--- src/hw/rtl/srrw_pkg.sv ---
// shared constants and types of the selective-repeat receiver window
package srrw_pkg;

  localparam int SEQ_W   = 32;
  localparam int FLAG_W  = 2;
  localparam int KIND_W  = 2;
  localparam int WLEN_W  = 6;
  localparam int CFG_W   = 32;
  localparam int CFG_IDX_W = 1;

  // remainder unit: bits of the sequence number folded in per cycle
  localparam int MOD_STEP   = 4;
  localparam int MOD_CYCLES = SEQ_W / MOD_STEP;

  typedef logic [SEQ_W-1:0]     seq_t;
  typedef logic [KIND_W-1:0]    kind_t;
  typedef logic [FLAG_W-1:0]    flag_t;
  typedef logic [CFG_IDX_W-1:0] cfg_idx_t;

  localparam kind_t KIND_ACK     = 2'd0;
  localparam kind_t KIND_DELIVER = 2'd1;
  localparam kind_t KIND_FIN     = 2'd2;

  localparam flag_t FLAG_NONE = 2'd0;
  localparam flag_t FLAG_FIN  = 2'd1;

  localparam cfg_idx_t REG_WINDOW_LEN = 1'b0;
  localparam cfg_idx_t REG_START_SEQ  = 1'b1;

endpackage

--- src/hw/rtl/srrw_ram.sv ---
// generic single-write, single-read ram with registered read
module srrw_ram #(
  parameter int WIDTH = 12,
  parameter int DEPTH = 32
) (
  input  logic                                   clk,
  input  logic                                   we,
  input  logic [((DEPTH > 1) ? $clog2(DEPTH) : 1)-1:0] waddr,
  input  logic [WIDTH-1:0]                       wdata,
  input  logic [((DEPTH > 1) ? $clog2(DEPTH) : 1)-1:0] raddr,
  output logic [WIDTH-1:0]                       rdata
);

  logic [WIDTH-1:0] mem [DEPTH];

  always_ff @(posedge clk) begin
    if (we) begin
      mem[waddr] <= wdata;
    end
    rdata <= mem[raddr];
  end

endmodule

--- src/hw/rtl/srrw_mod.sv ---
// multi-cycle remainder of a sequence number by the window length
module srrw_mod #(
  parameter int DIVW = 6
) (
  input  logic                 clk,
  input  logic                 rst_n,
  input  logic                 go,
  input  srrw_pkg::seq_t       dividend,
  input  logic [DIVW-1:0]      divisor,
  output logic                 done,
  output logic [DIVW-1:0]      rem
);
  import srrw_pkg::*;

  localparam int CW = (MOD_CYCLES > 1) ? $clog2(MOD_CYCLES) : 1;
  localparam logic [CW-1:0] CNT_LAST = CW'(MOD_CYCLES - 1);

  logic            run_r, run_nxt;
  logic            done_r, done_nxt;
  logic [CW-1:0]   cnt_r, cnt_nxt;
  seq_t            sh_r, sh_nxt;
  logic [DIVW-1:0] r_r, r_nxt;
  logic [DIVW-1:0] dv_r, dv_nxt;
  logic [DIVW-1:0] r_step;

  // restoring remainder, MOD_STEP bits a cycle
  always_comb begin
    logic [DIVW:0] t;
    r_step = r_r;
    for (int k = 0; k < MOD_STEP; k++) begin
      t = {r_step, sh_r[SEQ_W-1-k]};
      if (t >= {1'b0, dv_r}) begin
        t = t - {1'b0, dv_r};
      end
      r_step = t[DIVW-1:0];
    end
  end

  always_comb begin
    run_nxt  = run_r;
    done_nxt = 1'b0;
    cnt_nxt  = cnt_r;
    sh_nxt   = sh_r;
    r_nxt    = r_r;
    dv_nxt   = dv_r;
    if (go) begin
      run_nxt = 1'b1;
      cnt_nxt = '0;
      sh_nxt  = dividend;
      r_nxt   = '0;
      dv_nxt  = divisor;
    end else if (run_r) begin
      sh_nxt  = sh_r << MOD_STEP;
      r_nxt   = r_step;
      cnt_nxt = cnt_r + CW'(1);
      if (cnt_r == CNT_LAST) begin
        run_nxt  = 1'b0;
        done_nxt = 1'b1;
      end
    end
  end

  always_ff @(posedge clk) begin
    if (!rst_n) begin
      run_r  <= 1'b0;
      done_r <= 1'b0;
    end else begin
      run_r  <= run_nxt;
      done_r <= done_nxt;
    end
  end

  always_ff @(posedge clk) begin
    cnt_r <= cnt_nxt;
    sh_r  <= sh_nxt;
    r_r   <= r_nxt;
    dv_r  <= dv_nxt;
  end

  assign done = done_r;
  assign rem  = r_r;

endmodule

--- src/hw/rtl/selective_repeat_receiver_window.sv ---
// Selective-repeat receiver window over packet headers. A header is taken when start is high
// and busy is low; each result word appears on the out_ ports for exactly one cycle with
// out_valid high and cannot be held off. FIN, flagged, beyond-window, old and post-finish
// headers leave busy low: their result, if any, shows the cycle after acceptance. A header
// inside the window needs its slot, seq_num mod window_len, from a remainder unit that
// folds in 4 bits a cycle, then one read of the slot ram; busy stays high through these and
// through any in-order delivery that follows, since the flush reads one slot a cycle
// through the single read port of the slot ram. Acknowledge flags clear at once on reset
// and on a start_seq write; there is no clearing pass.
module selective_repeat_receiver_window #(
  parameter int WINDOW_MAX = 32,
  parameter int LEN_BITS   = 11
) (
  input  logic                                            clk,
  input  logic                                            rst_n,
  input  logic                                            start,
  output logic                                            busy,
  input  srrw_pkg::seq_t                                  in_seq_num,
  input  srrw_pkg::flag_t                                 in_flag_kind,
  input  logic [LEN_BITS-1:0]                             in_payload_len,
  input  logic                                            in_check_ok,
  output logic                                            out_valid,
  output srrw_pkg::kind_t                                 out_kind,
  output srrw_pkg::seq_t                                  out_seq_out,
  output logic [((WINDOW_MAX > 1) ? $clog2(WINDOW_MAX) : 1)-1:0] out_slot,
  output logic [LEN_BITS-1:0]                             out_len_out,
  output logic                                            out_last,
  input  logic                                            cfg_we,
  input  srrw_pkg::cfg_idx_t                              cfg_index,
  input  logic [srrw_pkg::CFG_W-1:0]                      cfg_data
);
  import srrw_pkg::*;

  localparam int SLOT_W = (WINDOW_MAX > 1) ? $clog2(WINDOW_MAX) : 1;
  localparam int WW     = $clog2(WINDOW_MAX + 1);
  localparam int RAM_W  = LEN_BITS + 1;
  localparam logic [WLEN_W-1:0] WMAX_L  = WLEN_W'(WINDOW_MAX);
  localparam logic [WLEN_W-1:0] WLEN_RST = WLEN_W'(8);

  localparam logic [1:0] S_IDLE  = 2'd0;
  localparam logic [1:0] S_MOD   = 2'd1;
  localparam logic [1:0] S_LOOK  = 2'd2;
  localparam logic [1:0] S_FLUSH = 2'd3;

  logic [1:0]            state_r, state_nxt;
  logic [WLEN_W-1:0]     wlen_r, wlen_nxt;
  seq_t                  left_r, left_nxt;
  logic                  fin_r, fin_nxt;
  logic [WINDOW_MAX-1:0] vld_r, vld_nxt;

  seq_t                  seq_r, seq_nxt;
  logic [LEN_BITS-1:0]   len_r, len_nxt;
  logic                  ok_r, ok_nxt;
  logic                  zero_r, zero_nxt;
  logic [SLOT_W-1:0]     idx_r, idx_nxt;
  logic [SLOT_W-1:0]     j_r, j_nxt;
  logic [WW-1:0]         cnt_r, cnt_nxt;
  seq_t                  pseq_r, pseq_nxt;
  logic [SLOT_W-1:0]     pslot_r, pslot_nxt;
  logic [LEN_BITS-1:0]   plen_r, plen_nxt;

  logic                  ov_r, ov_nxt;
  kind_t                 ok_kind_r, ok_kind_nxt;
  seq_t                  oseq_r, oseq_nxt;
  logic [SLOT_W-1:0]     oslot_r, oslot_nxt;
  logic [LEN_BITS-1:0]   olen_r, olen_nxt;
  logic                  olast_r, olast_nxt;

  logic [WW-1:0]         win;
  logic                  acc;
  seq_t                  seq_dist;
  logic                  is_old, beyond;
  logic                  mod_go, mod_done;
  logic [WW-1:0]         mod_rem;
  logic                  ram_we;
  logic [SLOT_W-1:0]     ram_waddr, ram_raddr;
  logic [RAM_W-1:0]      ram_wdata, ram_rdata;
  logic [SLOT_W-1:0]     j_after_idx, j_after_j;
  logic                  cand;

  // effective window length, clamped to 1..WINDOW_MAX
  always_comb begin
    if (wlen_r == '0) begin
      win = WW'(1);
    end else if (wlen_r > WMAX_L) begin
      win = WW'(WINDOW_MAX);
    end else begin
      win = WW'(wlen_r);
    end
  end

  assign busy     = (state_r != S_IDLE);
  assign acc      = start && !busy;
  assign seq_dist = in_seq_num - left_r;
  assign is_old   = seq_dist[SEQ_W-1];
  assign beyond   = !seq_dist[SEQ_W-1] && (seq_dist >= SEQ_W'(win));

  assign j_after_idx = ((WW'(idx_r) + WW'(1)) == win) ? '0 : idx_r + SLOT_W'(1);
  assign j_after_j   = ((WW'(j_r) + WW'(1)) == win) ? '0 : j_r + SLOT_W'(1);
  assign cand = (cnt_r < win) && vld_r[j_r] && ram_rdata[LEN_BITS];

  // the remainder unit loads the header at the accepting edge
  srrw_mod #(
    .DIVW(WW)
  ) u_mod (
    .clk     (clk),
    .rst_n   (rst_n),
    .go      (mod_go),
    .dividend(in_seq_num),
    .divisor (win),
    .done    (mod_done),
    .rem     (mod_rem)
  );

  srrw_ram #(
    .WIDTH(RAM_W),
    .DEPTH(WINDOW_MAX)
  ) u_ram (
    .clk  (clk),
    .we   (ram_we),
    .waddr(ram_waddr),
    .wdata(ram_wdata),
    .raddr(ram_raddr),
    .rdata(ram_rdata)
  );

  always_comb begin
    state_nxt   = state_r;
    wlen_nxt    = wlen_r;
    left_nxt    = left_r;
    fin_nxt     = fin_r;
    vld_nxt     = vld_r;
    seq_nxt     = seq_r;
    len_nxt     = len_r;
    ok_nxt      = ok_r;
    zero_nxt    = zero_r;
    idx_nxt     = idx_r;
    j_nxt       = j_r;
    cnt_nxt     = cnt_r;
    pseq_nxt    = pseq_r;
    pslot_nxt   = pslot_r;
    plen_nxt    = plen_r;
    ov_nxt      = 1'b0;
    ok_kind_nxt = ok_kind_r;
    oseq_nxt    = oseq_r;
    oslot_nxt   = oslot_r;
    olen_nxt    = olen_r;
    olast_nxt   = olast_r;
    mod_go      = 1'b0;
    ram_we      = 1'b0;
    ram_waddr   = idx_r;
    ram_wdata   = {1'b1, len_r};
    ram_raddr   = j_r;

    case (state_r)
      S_IDLE: begin
        if (acc) begin
          seq_nxt  = in_seq_num;
          len_nxt  = in_payload_len;
          ok_nxt   = in_check_ok;
          zero_nxt = (seq_dist == '0);
          if (fin_r) begin
            // session finished: word ignored
          end else if (in_flag_kind == FLAG_FIN && in_payload_len == '0 && in_check_ok) begin
            fin_nxt     = 1'b1;
            ov_nxt      = 1'b1;
            ok_kind_nxt = KIND_FIN;
            oseq_nxt    = in_seq_num;
            oslot_nxt   = '0;
            olen_nxt    = '0;
            olast_nxt   = 1'b1;
          end else if (in_flag_kind != FLAG_NONE) begin
            // flagged: dropped
          end else if (is_old) begin
            ov_nxt      = 1'b1;
            ok_kind_nxt = KIND_ACK;
            oseq_nxt    = in_seq_num;
            oslot_nxt   = '0;
            olen_nxt    = '0;
            olast_nxt   = 1'b1;
          end else if (!beyond) begin
            mod_go    = 1'b1;
            state_nxt = S_MOD;
          end
        end
      end
      S_MOD: begin
        if (mod_done) begin
          idx_nxt   = mod_rem[SLOT_W-1:0];
          ram_raddr = mod_rem[SLOT_W-1:0];
          state_nxt = S_LOOK;
        end
      end
      S_LOOK: begin
        state_nxt = S_IDLE;
        if (vld_r[idx_r] && ram_rdata[LEN_BITS]) begin
          // duplicate: re-ack
          ov_nxt      = 1'b1;
          ok_kind_nxt = KIND_ACK;
          oseq_nxt    = seq_r;
          oslot_nxt   = '0;
          olen_nxt    = '0;
          olast_nxt   = 1'b1;
        end else if (ok_r) begin
          ov_nxt      = 1'b1;
          ok_kind_nxt = KIND_ACK;
          oseq_nxt    = seq_r;
          oslot_nxt   = idx_r;
          olen_nxt    = len_r;
          if (!zero_r) begin
            ram_we         = 1'b1;
            vld_nxt[idx_r] = 1'b1;
            olast_nxt      = 1'b1;
          end else begin
            // left edge: the ack goes out now and this slot is held as the pending delivery, the rest are looked up
            olast_nxt = 1'b0;
            pseq_nxt  = seq_r;
            pslot_nxt = idx_r;
            plen_nxt  = len_r;
            cnt_nxt   = WW'(1);
            j_nxt     = j_after_idx;
            ram_raddr = j_after_idx;
            state_nxt = S_FLUSH;
          end
        end
      end
      S_FLUSH: begin
        // pending delivery goes out once it is known whether another follows
        ov_nxt      = 1'b1;
        ok_kind_nxt = KIND_DELIVER;
        oseq_nxt    = pseq_r;
        oslot_nxt   = pslot_r;
        olen_nxt    = plen_r;
        if (cand) begin
          olast_nxt = 1'b0;
          pseq_nxt  = left_r + SEQ_W'(cnt_r);
          pslot_nxt = j_r;
          plen_nxt  = ram_rdata[LEN_BITS-1:0];
          ram_we    = 1'b1;
          ram_waddr = j_r;
          ram_wdata = {1'b0, ram_rdata[LEN_BITS-1:0]};
          cnt_nxt   = cnt_r + WW'(1);
          j_nxt     = j_after_j;
          ram_raddr = j_after_j;
        end else begin
          olast_nxt = 1'b1;
          left_nxt  = left_r + SEQ_W'(cnt_r);
          state_nxt = S_IDLE;
        end
      end
      default: begin
        state_nxt = S_IDLE;
      end
    endcase

    if (cfg_we) begin
      case (cfg_index)
        REG_WINDOW_LEN: begin
          wlen_nxt = cfg_data[WLEN_W-1:0];
        end
        REG_START_SEQ: begin
          left_nxt = cfg_data[SEQ_W-1:0];
          vld_nxt  = '0;
          fin_nxt  = 1'b0;
        end
        default: begin
        end
      endcase
    end
  end

  always_ff @(posedge clk) begin
    if (!rst_n) begin
      state_r <= S_IDLE;
      wlen_r  <= (WLEN_RST > WMAX_L) ? WMAX_L : WLEN_RST;
      left_r  <= '0;
      fin_r   <= 1'b0;
      vld_r   <= '0;
      ov_r    <= 1'b0;
    end else begin
      state_r <= state_nxt;
      wlen_r  <= wlen_nxt;
      left_r  <= left_nxt;
      fin_r   <= fin_nxt;
      vld_r   <= vld_nxt;
      ov_r    <= ov_nxt;
    end
  end

  always_ff @(posedge clk) begin
    seq_r     <= seq_nxt;
    len_r     <= len_nxt;
    ok_r      <= ok_nxt;
    zero_r    <= zero_nxt;
    idx_r     <= idx_nxt;
    j_r       <= j_nxt;
    cnt_r     <= cnt_nxt;
    pseq_r    <= pseq_nxt;
    pslot_r   <= pslot_nxt;
    plen_r    <= plen_nxt;
    ok_kind_r <= ok_kind_nxt;
    oseq_r    <= oseq_nxt;
    oslot_r   <= oslot_nxt;
    olen_r    <= olen_nxt;
    olast_r   <= olast_nxt;
  end

  assign out_valid   = ov_r;
  assign out_kind    = ok_kind_r;
  assign out_seq_out = oseq_r;
  assign out_slot    = oslot_r;
  assign out_len_out = olen_r;
  assign out_last    = olast_r;

endmodule

--- config.mk ---
export PLATFORM = sky130hd
export DESIGN_NAME = selective_repeat_receiver_window
export DESIGN_NICKNAME = d
export VERILOG_FILES = /design/src/hw/rtl/srrw_pkg.sv /design/src/hw/rtl/srrw_ram.sv /design/src/hw/rtl/srrw_mod.sv /design/src/hw/rtl/selective_repeat_receiver_window.sv
export SDC_FILE = /design/constraint.sdc
export NUM_CORES = 1
export LEC_CHECK = 0
export ABC_CLOCK_PERIOD_IN_PS = 26500
export BUFFER_PORTS_ARGS = -buffer_cell sky130_fd_sc_hd__buf_4
export CORE_ASPECT_RATIO = 0.5
export CORE_MARGIN = 2
export CORE_UTILIZATION = 50
export DETAILED_ROUTE_END_ITERATION = 16
export GPL_ROUTABILITY_DRIVEN = 1
export PLACE_DENSITY = 0.73
export SLEW_MARGIN = 20
export SYNTH_ARGS = -nofsm -noshare
export SYNTH_HDL_FRONTEND = slang
export SYNTH_SLANG_ARGS = --single-unit
--- constraint.sdc ---
create_clock -name clk -period 26.5 [get_ports clk]
set_input_delay 1.325 -clock clk [delete_from_list [all_inputs] [get_ports clk]]
set_output_delay 1.325 -clock clk [all_outputs]
set_load 0.01 [all_outputs]
==> reports/qor.tcl, run 1 <==
set qor(floorplan.die_area_um2) 68080
set qor(worst_r2r_startpoint) {u_mod.dv_r[1]}
set qor(layout-area-overhead-vs-synth_pct) 12.54
set qor(drtIter0Drc) 2037
set qor(globalRoute.totalOverflow) 0
set qor(finalHoldWorstSlack_ns) 0.4912
set qor(clk_root_buffer_cell) {sky130_fd_sc_hd__clkbuf_16}
set qor(finalNetCount) 2906
set qor(postSynthCellCount) 2637
set qor(first_pass_grt_wire_length_um) 123000
set qor(avgViaCountPerCell) 5.923
set qor(clock_sink_count) 679
set qor(final.min_clock_period_ns) 9.457
set qor(clkLatencyLatePin_ns) 0.66
set qor(number_of_enable_flip_flop_cells_after_synthesis) 582
set qor(critical_path.n_buffers_inverters) 3
set qor(synth_cell_types) 86
set qor(path_delay_family) {compound AO/OA/AOI/OAI gates}
set qor(floorplan.initialDensity) 0.5062
set qor(clkSlewWorstSetupHoldPaths_ns) 0.06
set qor(post-synth-top-area-cell) {sky130_fd_sc_hd__edfxtp_1}
set qor(ant_nets) 0
set qor(die-width_um) 367.0
set qor(vias_in_the_first_global_route) 21020
set qor(setup_violations) 0
set qor(seq_area_frac_synth) 0.5895
set qor(drcViolationCount) 0
set qor(holdCritStartpoint) {vld_r[22]}
set qor(cts-resized-gates) 0
set qor(reg2reg_depth) 40
set qor(core.rowCount) 66
set qor(grt_setup_unrepaired) {no}
set qor(crit_required_ns) 27.05
set qor(worst_hold_path_stage_count) 2
set qor(grt.total_usage) 0.2335
set qor(worst_setup_path_end_kind) {register}
set qor(share_of_cells_above_drive_strength_1) 0.1513
set qor(critical_path.max_stage_delay_ns) 0.68
set qor(finalHoldViolations) 0
set qor(top_level_i_o_count) 136
set qor(tritoncts.num_buffers) 60
set qor(power.share.combinational) 0.064
set qor(cts_setup_buffers) 0
set qor(detailed_place_hpwl_um) 53760
set qor(path_class) {reg2reg}
set qor(synth_top_flop_cell) {sky130_fd_sc_hd__edfxtp_1}
set qor(ys_ff_latch) 679
set qor(min_to) {vld_r[22]}
set qor(master_of_the_slowest_instance_on_the_critical_path) {sky130_fd_sc_hd__a311oi_2}
set qor(drt_wl_total_um) 81340
set qor(power.internal_mw) 1.766
set qor(route.vias.total) 21760
set qor(holdBufCountCts) 0
set qor(avgSynthCellArea_um2) 12.49
set qor(clockPowerShare) 0.418
set qor(seq_power_share) 0.517
set qor(tightestPinTransition_ns) 1.186
set qor(layoutNonFillerInstCount) 3673
set qor(maximum_number_of_pins_on_one_net_before_global_route_repair) 122
set qor(static-leakage-power_nw) 13.43
set qor(gp_congestion) 0.9001
set qor(routed_wire_length_per_instance_um) 22.14
set qor(fin_crit_share) 0.3569
set qor(clock_tree_from_tritoncts) {yes}
set qor(clockBufferDepth) 3
set qor(core-area_um2) 65070
set qor(totalNegativeSetupSlack_ns) 0
set qor(maxSlewHeadroom) 0.2096
set qor(ys_async_sr_fraction) 0
set qor(syn-num-nets) 2806
set qor(peakVddDrop_mv) 0.06001
set qor(share_of_the_synthesized_area_in_the_top_cell_type) 0.5305
set qor(power.switching_uw) 504.4
set qor(grt_antenna_before_repair) 0
set qor(power-per-cell-area_nw_per_um2) 61.23
set qor(max_cap_viol_count) 0
set qor(worst_clock_skew_ns) 0.03808
set qor(yosys-top-cells-area) {sky130_fd_sc_hd__edfxtp_1 (53%), sky130_fd_sc_hd__mux2i_1 (7.1%), sky130_fd_sc_hd__dfxtp_1 (5.9%)}
set qor(place.port_buffers) 135
set qor(timing.critical_path.fanout_max) 9
set qor(worst_setup_path_start_kind) {register}
set qor(timing.reg2reg.setup_slack_ns) 17.04
set qor(placedCellCount) 3558
set qor(worst_ep_arrival_time_ns) 10.01
set qor(detailedRoute.firstPassIterationCount) 5
set qor(h-tree-depth) 2
set qor(final_max_slew_viol_count) 0
set qor(timing.rr.end) {u_mod.rem[0]}
set qor(syn_area_um2) 32940
set qor(result_of_the_run) {finished clean}
set qor(yosysWarningCount) 0
set qor(die_h_um) 185.5
set qor(hp-class) {reg2reg}
set qor(switching_share) 0.2222
set qor(fmaxAchievable_mhz) 105.7
set qor(n_antenna_cell) 0
[cell usage in the layout (no fill, tap or decap), types with 26 or more instances in the layout]
cell	n
sky130_fd_sc_hd__nand2_1	201
sky130_fd_sc_hd__dfxtp_1	95
sky130_fd_sc_hd__o22ai_1	28
sky130_fd_sc_hd__inv_1	89
sky130_fd_sc_hd__mux4_2	36
sky130_fd_sc_hd__mux2_1	28
sky130_fd_sc_hd__nor2_1	221
sky130_fd_sc_hd__ha_1	80
sky130_fd_sc_hd__edfxtp_1	582
sky130_fd_sc_hd__nand2b_1	26
sky130_fd_sc_hd__xnor2_1	72
sky130_fd_sc_hd__a21oi_1	125
sky130_fd_sc_hd__o21ai_0	90
sky130_fd_sc_hd__nor3_1	31
sky130_fd_sc_hd__a211oi_1	51
sky130_fd_sc_hd__mux2i_1	233
sky130_fd_sc_hd__nand3_1	46
sky130_fd_sc_hd__mux2_2	52
sky130_fd_sc_hd__clkbuf_16	62
sky130_fd_sc_hd__a21o_1	37
sky130_fd_sc_hd__buf_4	178
[stage by stage]
step                total power, mW  setup slack [ns]  instance area (um^2)    util
floorplan                     1.289             18.14                 32940       -
finish                        2.270             17.04                 37070  0.5697
detailed placement            1.342             17.13                 34860  0.5357
global route                  2.337             16.13                 37070  0.5697
CTS                           2.277             17.05                 37020  0.5689
global placement              1.338             17.22                 34850  0.5356
[logic make-up after synthesis]
group / after synthesis / synth area share
buf+inv: 233 / 0.02921
compound gates: 488 / 0.09830
simple gates: 716 / 0.1029
fa+ha+maj: 86 / 0.03403
flops: 679 / 0.5895
mux: 349 / 0.1228
xor+xnor: 86 / 0.02328
[Yosys cell counts, types with 19 or more instances]
| library cell | instances |
|---|---|
| sky130_fd_sc_hd__dfxtp_1 | 97 |
| sky130_fd_sc_hd__a31oi_1 | 24 |
| sky130_fd_sc_hd__a21oi_1 | 126 |
| sky130_fd_sc_hd__nor3_1 | 32 |
| sky130_fd_sc_hd__mux2i_1 | 233 |
| sky130_fd_sc_hd__clkbuf_1 | 84 |
| sky130_fd_sc_hd__edfxtp_1 | 582 |
| sky130_fd_sc_hd__mux2_2 | 52 |
| sky130_fd_sc_hd__nand3_1 | 46 |
| sky130_fd_sc_hd__o21ai_0 | 90 |
| sky130_fd_sc_hd__nand2b_1 | 26 |
| sky130_fd_sc_hd__nand2_1 | 213 |
| sky130_fd_sc_hd__a211oi_1 | 52 |
| sky130_fd_sc_hd__nor2_1 | 233 |
| sky130_fd_sc_hd__mux4_2 | 36 |
| sky130_fd_sc_hd__nor2b_1 | 19 |
| sky130_fd_sc_hd__o22ai_1 | 28 |
| sky130_fd_sc_hd__mux2_1 | 28 |
| sky130_fd_sc_hd__ha_1 | 80 |
| sky130_fd_sc_hd__a21o_1 | 37 |
| sky130_fd_sc_hd__and3_1 | 19 |
| sky130_fd_sc_hd__inv_1 | 89 |
| sky130_fd_sc_hd__buf_2 | 31 |
| sky130_fd_sc_hd__xnor2_1 | 72 |
[tightest hold or removal path, delay by kind of cell, from the launching register on]
family | cells | cell delay (ns)
AO/OA/AOI/OAI | 1 | 0.04
AND/OR/NAND/NOR | 1 | 0.07
flip-flops | 1 | 0.34
[power groups by stage]
stage               Combinational (mW)  Clock (mW)  Sequential (mW)
detailed placement               0.144           0             1.20
floorplan                       0.0925           0             1.20
global route                     0.160        1.00             1.18
global placement                 0.141           0             1.20
finish                           0.146       0.949             1.17
CTS                              0.144       0.957             1.17
[routing by layer]
| metal | global-route usage | vias up | routed length, um |
|---|---|---|---|
| li1 | - | 10110 | - |
| met3 | 0.03205 | 115 | 4660 |
| met4 | 0.06459 | 0 | 1858 |
| met2 | 0.3991 | 701 | 39480 |
| met1 | 0.3151 | 10830 | 35330 |
| met5 | 0 | - | 0 |
[sequential cells by signal, summed over array words and instances (netlist names), 11 cells and up]
register and count:
out_len_out 11, vld_r 32, pseq_r 32, u_mod.sh_r 32, out_seq_out 32, seq_r 32
left_r 32, plen_r 11, u_ram.rdata 12, len_r 11, u_ram.mem 384
[worst max-delay path by stage]
stage | from | endpoint | slack [ns] | cells past startpoint
floorplan | u_mod.dv_r[1] | u_mod.rem[0] | 18.14 | 41
global placement | u_mod.dv_r[1] | u_mod.rem[0] | 17.22 | 40
detailed placement | u_mod.dv_r[1] | u_mod.rem[0] | 17.13 | 40
CTS | u_mod.dv_r[1] | u_mod.rem[0] | 17.05 | 40
global route | u_mod.dv_r[1] | u_mod.rem[0] | 16.13 | 40
finish | u_mod.dv_r[1] | u_mod.rem[0] | 17.04 | 40
[final cells by class]
class	count	area, um^2
fill	5268	28000
sequential	679	19420
multi-input combinational	1725	12680
clock buffer	83	1710
timing repair buffer	180	1361
tap	884	1106
clock inverter	31	449.2
inverter	91	341.6
(Power assumes the default switching activity.)
==> inputs of run 2 (changes only) <==
Settings changed: ABC_AREA set to 1, ABC_CLOCK_PERIOD_IN_PS 26500 to 8620, PLACE_DENSITY 0.73 to 0.75.
Clock period 26.5 ns to 8.62 ns, I/O delays scaled along.
==> run 2 against run 1 <==
  * Clock power rose to 2.8 times the previous value
  * Non-clock buffer count up 40
  * Fmax up 26%
  * Flip-flop and latch count unchanged
  * Synthesized cell count up 44%
  * Worst hold slack worse by 0.47 ns
  * Cell count up 32%
  * Via count up 27%
  * Wire length up 21%
  * Synthesized area up 4.7%
  * Design area up 4.3%
  * Sequential power rose to 3.1 times the previous value
==> reports/qor.tcl, run 2 <==
set qor(total_area_of_multi_input_combinational_cells_um2) 12470 ;# was 12680 um^2
set qor(place.port_buffers) 135 ;# unchanged
set qor(h-tree-depth) 2 ;# unchanged
set qor(totalNegativeSetupSlack_ns) 0 ;# unchanged
set qor(ys_ff_latch) 679 ;# unchanged
set qor(syn-num-nets) 3956 ;# was 2806
set qor(layout-area-overhead-vs-synth_pct) 12.15 ;# was 12.54%
set qor(tightestPinTransition_ns) 1.140 ;# was 1.186 ns
set qor(power-per-cell-area_nw_per_um2) 212.0 ;# was 61.23 nW/um^2
set qor(met3_length_um) 8612 ;# was 4660 um
set qor(grt.total_usage) 0.2729 ;# was 0.2335
set qor(final.min_clock_period_ns) 7.531 ;# was 9.457 ns
set qor(max_flop_register) {u_ram.mem} ;# unchanged
set qor(synth_cell_types) 52 ;# was 86
set qor(placedCellCount) 4690 ;# was 3558
set qor(yosys-top-cells-count) {sky130_fd_sc_hd__nand2_1 (928), sky130_fd_sc_hd__edfxtp_1 (582), sky130_fd_sc_hd__nand3_1 (526), sky130_fd_sc_hd__inv_1 (515), sky130_fd_sc_hd__nor2_1 (192)} ;# was sky130_fd_sc_hd__edfxtp_1 (582), sky130_fd_sc_hd__mux2i_1 (233), sky130_fd_sc_hd__nor2_1 (233), sky130_fd_sc_hd__nand2_1 (213), sky130_fd_sc_hd__a21oi_1 (126)
set qor(share_of_cells_above_drive_strength_1) 0.09285 ;# was 0.1513
set qor(seq_area_frac_synth) 0.5633 ;# was 0.5895
set qor(largest_register_ffs) 384 ;# unchanged
set qor(detailed_place_hpwl_um) 63420 ;# was 53760 um
set qor(master_of_the_slowest_instance_on_the_critical_path) {sky130_fd_sc_hd__edfxtp_1} ;# was sky130_fd_sc_hd__a311oi_2
set qor(final_max_slew_viol_count) 0 ;# unchanged
set qor(clockPowerShare) 0.329 ;# was 0.418
set qor(floorplan.die_area_um2) 71190 ;# was 68080 um^2
set qor(die-width_um) 375.4 ;# was 367.0 um
set qor(maximum_number_of_pins_on_one_net_before_global_route_repair) 83 ;# was 122
set qor(worst_setup_path_end_kind) {register} ;# unchanged
set qor(avgViaCountPerCell) 5.689 ;# was 5.923
set qor(clock_tree_from_tritoncts) {yes} ;# unchanged
set qor(max_cap_viol_count) 0 ;# unchanged
set qor(detailedRoute.firstPassIterationCount) 6 ;# was 5
set qor(routed.top_layer) {met4} ;# unchanged
set qor(critical_path.max_stage_delay_ns) 0.41 ;# was 0.68 ns
set qor(maxSlewHeadroom) 0.2403 ;# was 0.2096
set qor(power.share.combinational) 0.227 ;# was 0.064
set qor(top_level_i_o_count) 136 ;# unchanged
set qor(postSynthCellCount) 3787 ;# was 2637
set qor(worst_path_most_repeated_cell) {sky130_fd_sc_hd__nand2_1}
set qor(worst_ep_arrival_time_ns) 8.12 ;# was 10.01 ns
set qor(first_pass_grt_wire_length_um) 151700 ;# was 123000 um
set qor(power.switching_mw) 2.459 ;# was 504.4 uW
set qor(tritoncts.num_buffers) 59 ;# was 60
set qor(peakVddDrop_mv) 0.1935 ;# was 0.06001 mV
set qor(path_class) {reg2reg} ;# unchanged
set qor(floorplan.initialDensity) 0.5102 ;# was 0.5062
set qor(yosys-top-cells-area) {sky130_fd_sc_hd__edfxtp_1 (51%), sky130_fd_sc_hd__nand2_1 (10%), sky130_fd_sc_hd__nand3_1 (7.6%)} ;# was sky130_fd_sc_hd__edfxtp_1 (53%), sky130_fd_sc_hd__mux2i_1 (7.1%), sky130_fd_sc_hd__dfxtp_1 (5.9%)
set qor(clkSlewWorstSetupHoldPaths_ns) 0.07 ;# was 0.06 ns
set qor(hp-class) {in2reg} ;# was reg2reg
set qor(grt_antenna_before_repair) 0 ;# unchanged
set qor(core.rowCount) 67 ;# was 66
set qor(post-synth-top-area-cell) {sky130_fd_sc_hd__edfxtp_1} ;# unchanged
set qor(number_of_enable_flip_flop_cells_after_synthesis) 582 ;# unchanged
set qor(met2RoutedLength_um) 44850 ;# was 39480 um
set qor(timing.critical_path.fanout_max) 11 ;# was 9
set qor(synth_top_flop_cell) {sky130_fd_sc_hd__edfxtp_1} ;# unchanged
set qor(layoutNonFillerInstCount) 4839 ;# was 3673
set qor(route.vias.total) 27530 ;# was 21760
set qor(worst_setup_path_start_kind) {register} ;# unchanged
set qor(routed_wire_length_per_instance_um) 20.30 ;# was 22.14 um
set qor(static-leakage-power_nw) 15.94 ;# was 13.43 nW
set qor(finalHoldViolations) 0 ;# unchanged
set qor(timing.reg2reg.setup_slack_ns) 1.09 ;# was 17.04 ns
set qor(clkLatencyLatePin_ns) 0.67 ;# was 0.66 ns
set qor(globalRoute.totalOverflow) 0 ;# unchanged
set qor(final_common_cell) {sky130_fd_sc_hd__nand2_1} ;# was sky130_fd_sc_hd__edfxtp_1
set qor(setup_violations) 0 ;# unchanged
set qor(syn_area_um2) 34480 ;# was 32940 um^2
set qor(worst_clock_skew_ns) 0.03684 ;# was 0.03808 ns
set qor(clockBufferDepth) 3 ;# unchanged
set qor(ys_async_sr_fraction) 0 ;# unchanged
set qor(drcViolationCount) 0 ;# unchanged
set qor(drtIter0Drc) 3486 ;# was 2037
set qor(clock_sink_count) 679 ;# unchanged
set qor(power.internal_mw) 5.737 ;# was 1.766 mW
set qor(share_of_the_synthesized_area_in_the_top_cell_type) 0.5069 ;# was 0.5305
set qor(crit_required_ns) 9.21 ;# was 27.05 ns
set qor(ant_nets) 0 ;# unchanged
set qor(n_antenna_cell) 0 ;# unchanged
set qor(reg2reg_depth) 43 ;# was 40
set qor(grt_setup_unrepaired) {no} ;# unchanged
set qor(seqCellArea_um2) 19420 ;# about the same
set qor(fill_cells) 5785 ;# was 5268
set qor(clk_root_buffer_cell) {sky130_fd_sc_hd__clkbuf_16} ;# unchanged
set qor(core-area_um2) 67570 ;# was 65070 um^2
set qor(yosysWarningCount) 0 ;# unchanged
set qor(result_of_the_run) {finished clean} ;# unchanged
set qor(wirelength_met1_um) 42340 ;# was 35330 um
set qor(gp_congestion) 0.9554 ;# was 0.9001
set qor(worst_hold_path_stage_count) 1 ;# was 2
set qor(die_h_um) 189.7 ;# was 185.5 um
set qor(drt_wl_total_um) 98250 ;# was 81340 um
set qor(fin_crit_share) 0.8737 ;# was 0.3569
set qor(avgSynthCellArea_um2) 9.104 ;# was 12.49 um^2
set qor(switching_share) 0.3000 ;# was 0.2222
set qor(vias_in_the_first_global_route) 26320 ;# was 21020
set qor(finalNetCount) 4060 ;# was 2906
set qor(fmaxAchievable_mhz) 132.8 ;# was 105.7 MHz
set qor(seq_power_share) 0.444 ;# was 0.517
set qor(mostFrequentLayoutCells) {sky130_fd_sc_hd__nand2_1 (923), sky130_fd_sc_hd__edfxtp_1 (582), sky130_fd_sc_hd__nand3_1 (523)} ;# was sky130_fd_sc_hd__edfxtp_1 (582), sky130_fd_sc_hd__mux2i_1 (233), sky130_fd_sc_hd__nor2_1 (221)
set qor(yosysMostFrequentCell) {sky130_fd_sc_hd__nand2_1} ;# was sky130_fd_sc_hd__edfxtp_1
[run 2: cell types whose count changed after synthesis, sizes merged, moves of 42 or more]
cell	change
o21ai	+80
nand3b	+60
nand2	+718
nand3	+483
a211oi	-51
buf	+42
o211ai	+50
inv	+431
mux2	-80
xor2	+45
xnor2	-56
mux2i	-233
[run 2: final cells by class]
cell class,count,area share
Timing Repair Buffer,220,0.04543
Clock buffer,75,0.04077
Inverter,525,0.05103
Multi-Input combinational cell,2406,0.3226
Clock inverter,37,0.008931
Tap cell,897,0.02903
Sequential cell,679,0.5023
[run 2: logic make-up after synthesis]
group / count (synthesis) / share of synthesized area
and+or+nand+nor: 1802 / 0.2290
adders and majority gates: 86 / 0.03252
DFF: 679 / 0.5633
xor gates and xnor gates: 74 / 0.01880
AOI/OAI and AO/OA: 444 / 0.07527
buffers and inverters: 702 / 0.08119
[run 2: metrics by stage]
stage	area [um^2]	util	total power, mW	hold WS (ns)	worst slack, ns
global route	38670	0.5723	8.619	0.007958	0.05201
CTS	38590	0.5711	8.138	0.001984	0.4133
floorplan	34480	-	5.040	0.4438	1.957
detailed placement	36350	0.5379	5.466	0.4610	0.4252
finish	38670	0.5723	8.196	0.02019	1.089
global placement	36310	0.5374	5.474	0.4544	0.5315
[run 2: worst paths after layout]
path	from	end
setup / recovery	u_mod.dv_r[1]	u_mod.rem[1]
hold / removal	in_seq_num[27]	seq_r[27]
setup reg to reg	u_mod.dv_r[1]	u_mod.rem[1]
hold reg to reg	vld_r[12]	vld_r[12]
[run 2: critical path, delay by kind of cell, from the launching register on]
family                   cells  cell delay (ns)
flip-flops                   1             0.41
buffers and inverters        5             0.69
AND/OR/NAND/NOR             16             1.57
AO/OA/AOI/OAI               18             3.47
adder cells (fa/ha/maj)      4             1.31
[run 2: per-layer routing]
metal / track usage / vias up
li1: - / 12930
met1: 0.3884 / 13130
met2: 0.4327 / 1298
met3: 0.04430 / 170
met4: 0.08094 / 0
met5: 0 / -
[run 2: what timing repair did]
action / in CTS / in global routing
setup buffers: 0 / 5
endpoints found under the hold margin: 32 / 0
hold buffers: 32 / 0
endpoints found under the setup margin: 0 / 6
gates resized for setup: 0 / 5
[run 2: power by group through the flow]
stage	combinational (mW)	sequential [mW]	clock (mW)
global placement	1.76	3.71	0
floorplan	1.33	3.71	0
finish	1.86	3.64	2.70
detailed placement	1.75	3.71	0
CTS	1.78	3.64	2.71
global route	2.13	3.64	2.84
